`src/eror_pkg.sv`:
```
package eror_pkg;

    // Deepest window the history memory holds
    localparam int MAX_WINDOW = 512;

    // Field and datapath widths
    localparam int SAMPLE_W  = 32;
    localparam int ENERGY_W  = 48;
    localparam int WLEN_W    = 10;
    localparam int POS_W     = $clog2(MAX_WINDOW);
    localparam int CNT_W     = $clog2(MAX_WINDOW + 1);
    localparam int SUM_W     = ENERGY_W + POS_W;
    localparam int FRAC_W    = 16;
    localparam int NUM_W     = ENERGY_W + FRAC_W;
    localparam int DIV_CW    = $clog2(NUM_W);
    localparam int VEL_W     = 32;

    // Step queue between front and back
    localparam int FIFO_DEPTH = 4;
    localparam int FIFO_AW    = $clog2(FIFO_DEPTH);

    // Configuration port
    localparam int APB_AW = 3;
    localparam int APB_DW = 32;
    localparam logic REG_WINDOW_LEN = 1'b0;
    localparam logic [WLEN_W-1:0] WINDOW_LEN_RESET = WLEN_W'(20);

    // One finished step handed from front to back
    typedef struct packed {
        logic                clr;
        logic [ENERGY_W-1:0] energy;
    } t_step_entry;

    typedef enum logic [2:0] {
        ST_IDLE,
        ST_READ,
        ST_CALC,
        ST_DIV,
        ST_OUT
    } t_back_state;

    // Map the register value onto the usable window range
    function automatic logic [CNT_W-1:0] eff_window(input logic [WLEN_W-1:0] len);
        logic [31:0] l;
        l = 32'(len);
        if (l == 32'd0) begin
            l = 32'd1;
        end else if (l > 32'(MAX_WINDOW)) begin
            l = 32'(MAX_WINDOW);
        end
        return CNT_W'(l);
    endfunction

endpackage

```
`src/eror_fifo.sv`:
```
module eror_fifo import eror_pkg::*; (
    input  logic        i_clk,
    input  logic        i_rst_n,
    input  logic        i_push,
    input  t_step_entry i_entry,
    input  logic        i_pop,
    output t_step_entry o_entry,
    output logic        o_full,
    output logic        o_empty
);

    t_step_entry          r_slot [FIFO_DEPTH];
    logic [FIFO_AW-1:0]   r_wr;
    logic [FIFO_AW-1:0]   r_rd;
    logic [FIFO_AW:0]     r_count;

    assign o_full  = (r_count == (FIFO_AW+1)'(FIFO_DEPTH));
    assign o_empty = (r_count == '0);
    assign o_entry = r_slot[r_rd];

    // Pointers and fill level
    always_ff @(posedge i_clk) begin
        if (!i_rst_n) begin
            r_wr    <= '0;
            r_rd    <= '0;
            r_count <= '0;
        end else begin
            if (i_push) begin
                r_wr <= r_wr + 1'b1;
            end
            if (i_pop) begin
                r_rd <= r_rd + 1'b1;
            end
            if (i_push && !i_pop) begin
                r_count <= r_count + 1'b1;
            end else if (i_pop && !i_push) begin
                r_count <= r_count - 1'b1;
            end
        end
    end

    // Store the incoming step
    always_ff @(posedge i_clk) begin
        if (i_push) begin
            r_slot[r_wr] <= i_entry;
        end
    end

endmodule

```
`config.mk`:
```
export PLATFORM = sky130hd
export DESIGN_NAME = eror_fifo
export DESIGN_NICKNAME = d
export VERILOG_FILES = /design/src/eror_pkg.sv /design/src/eror_fifo.sv
export SDC_FILE = /design/constraint.sdc
export NUM_CORES = 1
export LEC_CHECK = 0
export BUFFER_PORTS_ARGS = -buffer_cell sky130_fd_sc_hd__buf_2
export CAP_MARGIN = 20
export CORE_MARGIN = 2
export CORE_UTILIZATION = 42
export CTS_CLUSTER_SIZE = 16
export DETAILED_ROUTE_END_ITERATION = 8
export GPL_ROUTABILITY_DRIVEN = 0
export GPL_TIMING_DRIVEN = 1
export PLACE_DENSITY_LB_ADDON = 0.15
export SYNTH_ARGS = -nofsm -noshare
export SYNTH_HDL_FRONTEND = slang
export SYNTH_SLANG_ARGS = --single-unit
```
`constraint.sdc`:
```
create_clock -name i_clk -period 2.45 [get_ports i_clk]
set_input_delay 0.49 -clock i_clk [delete_from_list [all_inputs] [get_ports i_clk]]
set_output_delay 0.49 -clock i_clk [all_outputs]
set_load 0.02 [all_outputs]
```
==> impl_summary.txt <==
----------------------------------------------------
[Run status]
  Status ... complete, no violations

[Clock network]
  CTS Hold Buffers Added ... 0
  Clock root cell ... clkbuf_16
  Clock tree from TritonCTS ... yes
  Clock Tree Buf Depth ... 3
  Clk_lat worst skew ... around 0.5 ns
  Number of levels in the clock H-tree ... 1
  Total number of clock tree sinks ... roughly 200
  Number of buffers created by CTS ... 22
  Clock input transition at the sequential cells of the worst setup and hold paths ... roughly 0.060 ns

[Floorplanning]
  Floorplan row count ... 48
  Core footprint ... about 17000 um2
  Height of the chip ... roughly 140 um
  Die area ... between 15000 and 20000 um2
  Number of placed I/O pins ... 104
  Effective utilization at floorplan ... 43.3%
  Die X-Extent ... between 100 and 150 um

[Job]
  MaxCap Viol Count ... 0

[STA]
  Maximum clock frequency ... 416 MHz
  Hold Worst Slack ... 0.213 ns
  Final period utilization ... between 90% and 100%
  Final count of hold timing violations ... 0
  Final setup skew ... about 0.0045 ns
  RSZ-0062 raised after global routing ... true
  Time the worst path needs with I/O delays and setup ... roughly 2.4 ns
  Final count of pins violating max slew ... 0
  Setup violations, final ... 0
  Worst path setup slack after routing ... approximately 0.047 ns
  Max transition margin ... a little over three fifths
  Worst Tran Pin Value ... between 0.5 and 0.6 ns

[Final layout]
  Footprint of the multi-input gates ... between 1000 and 1500 um2
  Layout cells sized above 1 ... 46.2%
  Final net count ... 487
  Fin area ... 9130 um2
  Number of fill cells in the layout ... roughly 1400
  Number of diodes ... 0
  Final cell count without fillers ... approximately 670
  Area taken by flip-flops and latches ... ~6100 um2
  Post-synthesis to final-layout area growth ... 21.2%

[Yosys]
  Leading cell types by count after synthesis ... edfxtp_1, mux4_2, and2_1, dfxtp_1, ha_1
  Sequential share of the synthesized area ... around four fifths
  Most used standard cell by instance count after synthesis ... edfxtp_1
  Leading area contributor after synthesis ... edfxtp_1
  Register bit total from synthesis ... just over 200
  Proportion of netlist area held by the largest area contributor ... 78.1%
  EDFF count, synth ... 196
  Post-synth top flop ... edfxtp_1
  Cell area after synthesis ... approximately 7500 um2
  Synth Net Count ... between 300 and 400
  Count of unique library cells instantiated by Yosys ... 23
  Mean instance size in the synthesized netlist ... between 20 and 30 um2
  Cell count after synthesis ... about 300
  Synthesis Warnings ... 0
  Biggest area contributors in the synthesized netlist ... edfxtp_1, mux4_2, dfxtp_1
  Post-synth ARST share ... 0%

[Placement]
  Total placed instance area ... about 8400 um2
  Count of input and output buffers ... 103
  Number of instances in the placed design ... around 630
  Post-detailed-placement half-perimeter wirelength ... just under 8 mm
  Pre-CTS worst setup slack ... between 0.4 and 0.5 ns

[Worst setup path]
  Biggest cell delay along the critical path ... between 0.5 and 0.6 ns
  Endpoint of the lowest-slack register-to-register path ... r_slot[1][32]$_DFFE_PP_
  Crit path max fanout ... 15
  Destination of the critical timing path ... o_entry[9]
  Critical path type ... reg -> out
  Cells traversed along the worst timing path ... bufbuf_16 > mux4_2 > buf_2
  Required @ worst endpoint ... about 2 ns
  Slowest-stage cell, CP ... mux4_2
  Launch instance of the worst register-to-register path ... r_wr[0]$_SDFFE_PN0P_
  Critical path data arrival time ... approximately 1.9 ns
  Startpoint Class ... flip-flop
  R2r worst-path depth ... 3
  Internal reg-to-reg setup slack ... 0.91 ns
  Type of destination of the critical path ... primary output

[GRT]
  GR Overflow Total ... 0
  First-pass GRT wire length ... between 20 and 25 mm
  Overall routing resource usage ... between 10% and 20%
  Antenna violations before repair ... 0
  Number of global-route vias before repair ... 3649
  Pin count of the biggest net entering global routing ... 35

[Detailed routing]
  Final antenna-violating net count ... 0
  Detailed-routing iteration count for the pre-antenna-repair pass ... 4
  Final WL ... between 10 and 15 mm
  Via total after detailed routing ... 3425
  DRC viols ... 0
  Via count normalized by instance count ... ~5
  Routed wire per std cell ... 20.6 um
  Count of routing violations after the opening detailed-route iteration ... ~210

[Power]
  Worst IR drop on VDD ... 0.478 mV
  Static Leakage ... 3.15 nW
  Ratio of total power to cell area ... between 900 and 1000 nW/um2

[Min path]
  Worst hold-check path type ... in -> reg

----------------------------------------------------
==> cells by family (layout without fill, tap and decap cells) <==
family          count (synthesis)  in the layout  synth area share (%)
flops                         205            205                  80.5
mux                            51             51                  15.0
simple gates                   15             15                  1.21
buf+inv                        15            160                  1.46
fa+ha+maj                       6              6                  1.10
xor+xnor                        5              5                 0.581
compound gates                  2              2                 0.166
==> flip-flops by register name (all words and copies together) (netlist names), named ones only <==
signal	count
r_slot	196
r_count	3
r_rd	2
r_wr	2
==> per-layer routing <==
layer | GRT usage (%) | wire, um | vias up
met5 | 0 | 0 | -
met4 | 3.97 | 223 | 0
met3 | 3.87 | 937 | 21
met2 | 23.2 | 6460 | 100
met1 | 20.9 | 6150 | 1778
li1 | - | - | 1526
==> cell usage in the layout, fill, tap and decap left out, drive strengths merged <==
cell type,netlist,layout
clkbuf,0,23
clkinvlp,0,1
nor3b,1,1
nor2b,2,2
clkinv,0,13
and2,9,9
edfxtp,196,196
bufinv,0,3
mux4,49,49
ha,5,5
inv,4,4
dfxtp,9,9
xnor2,2,2
nand2,1,1
xor2,3,3
o21ai,1,1
or3,1,1
mux2i,2,2
fa,1,1
buf,11,115
nor3,1,1
bufbuf,0,1
a21boi,1,1
==> cell type report <==
class                   instances  area share [%]
clock buffers                  23            6.30
inverters                       4           0.164
clock inverters                17            1.73
well taps                     225            3.08
multi-input cells              79            15.0
flip-flops and latches        205            66.5
repair buffers                116            7.29
==> how the worst min path moves through the flow <==
stage | from | end | slack [ns] | cells past startpoint
2_1_floorplan | r_count[2]$_SDFFE_PN0P_ | r_count[2]$_SDFFE_PN0P_ | 0.47 | 2
3_3_place_gp | r_count[2]$_SDFFE_PN0P_ | r_count[2]$_SDFFE_PN0P_ | 0.49 | 2
3_5_place_dp | r_count[2]$_SDFFE_PN0P_ | r_count[2]$_SDFFE_PN0P_ | 0.52 | 2
4_1_cts | i_entry[13] | r_slot[2][13]$_DFFE_PP_ | 0.19 | 1
5_1_grt | i_entry[8] | r_slot[2][8]$_DFFE_PP_ | 0.19 | 1
6_report | i_entry[28] | r_slot[3][28]$_DFFE_PP_ | 0.21 | 1
==> worst max-delay path, delay by kind of cell (launching register included) <==
kind	cells	cell delay, ns
buffers and inverters	2	0.51
muxes	1	0.51
DFF	1	0.39
==> what timing repair did <==
action                     in CTS  in global routing
gates cloned                    1                  0
setup buffers                   0                  0
resized for setup               3                  0
setup endpoints to repair      18                 16
==> power by group <==
| part | total [mW] | internal [mW] | leakage [nW] | switching (mW) |
|---|---|---|---|---|
| Combinational | 0.870 | 0.370 | 0.902 | 0.501 |
| Sequential | 4.07 | 4.02 | 1.88 | 0.0480 |
| Clock | 3.30 | 2.01 | 0.367 | 1.29 |
==> per-stage QoR <==
stage	utilization (%)	total power, mW	TNS (ns)
after global placement	48.0	5.00	0
after detailed placement	48.0	5.02	0
after CTS	52.4	8.36	0
after global routing	52.4	8.58	-0.303
after floorplan	-	4.71	0
final	52.4	8.24	0
Power figures use the tool's default switching activity.
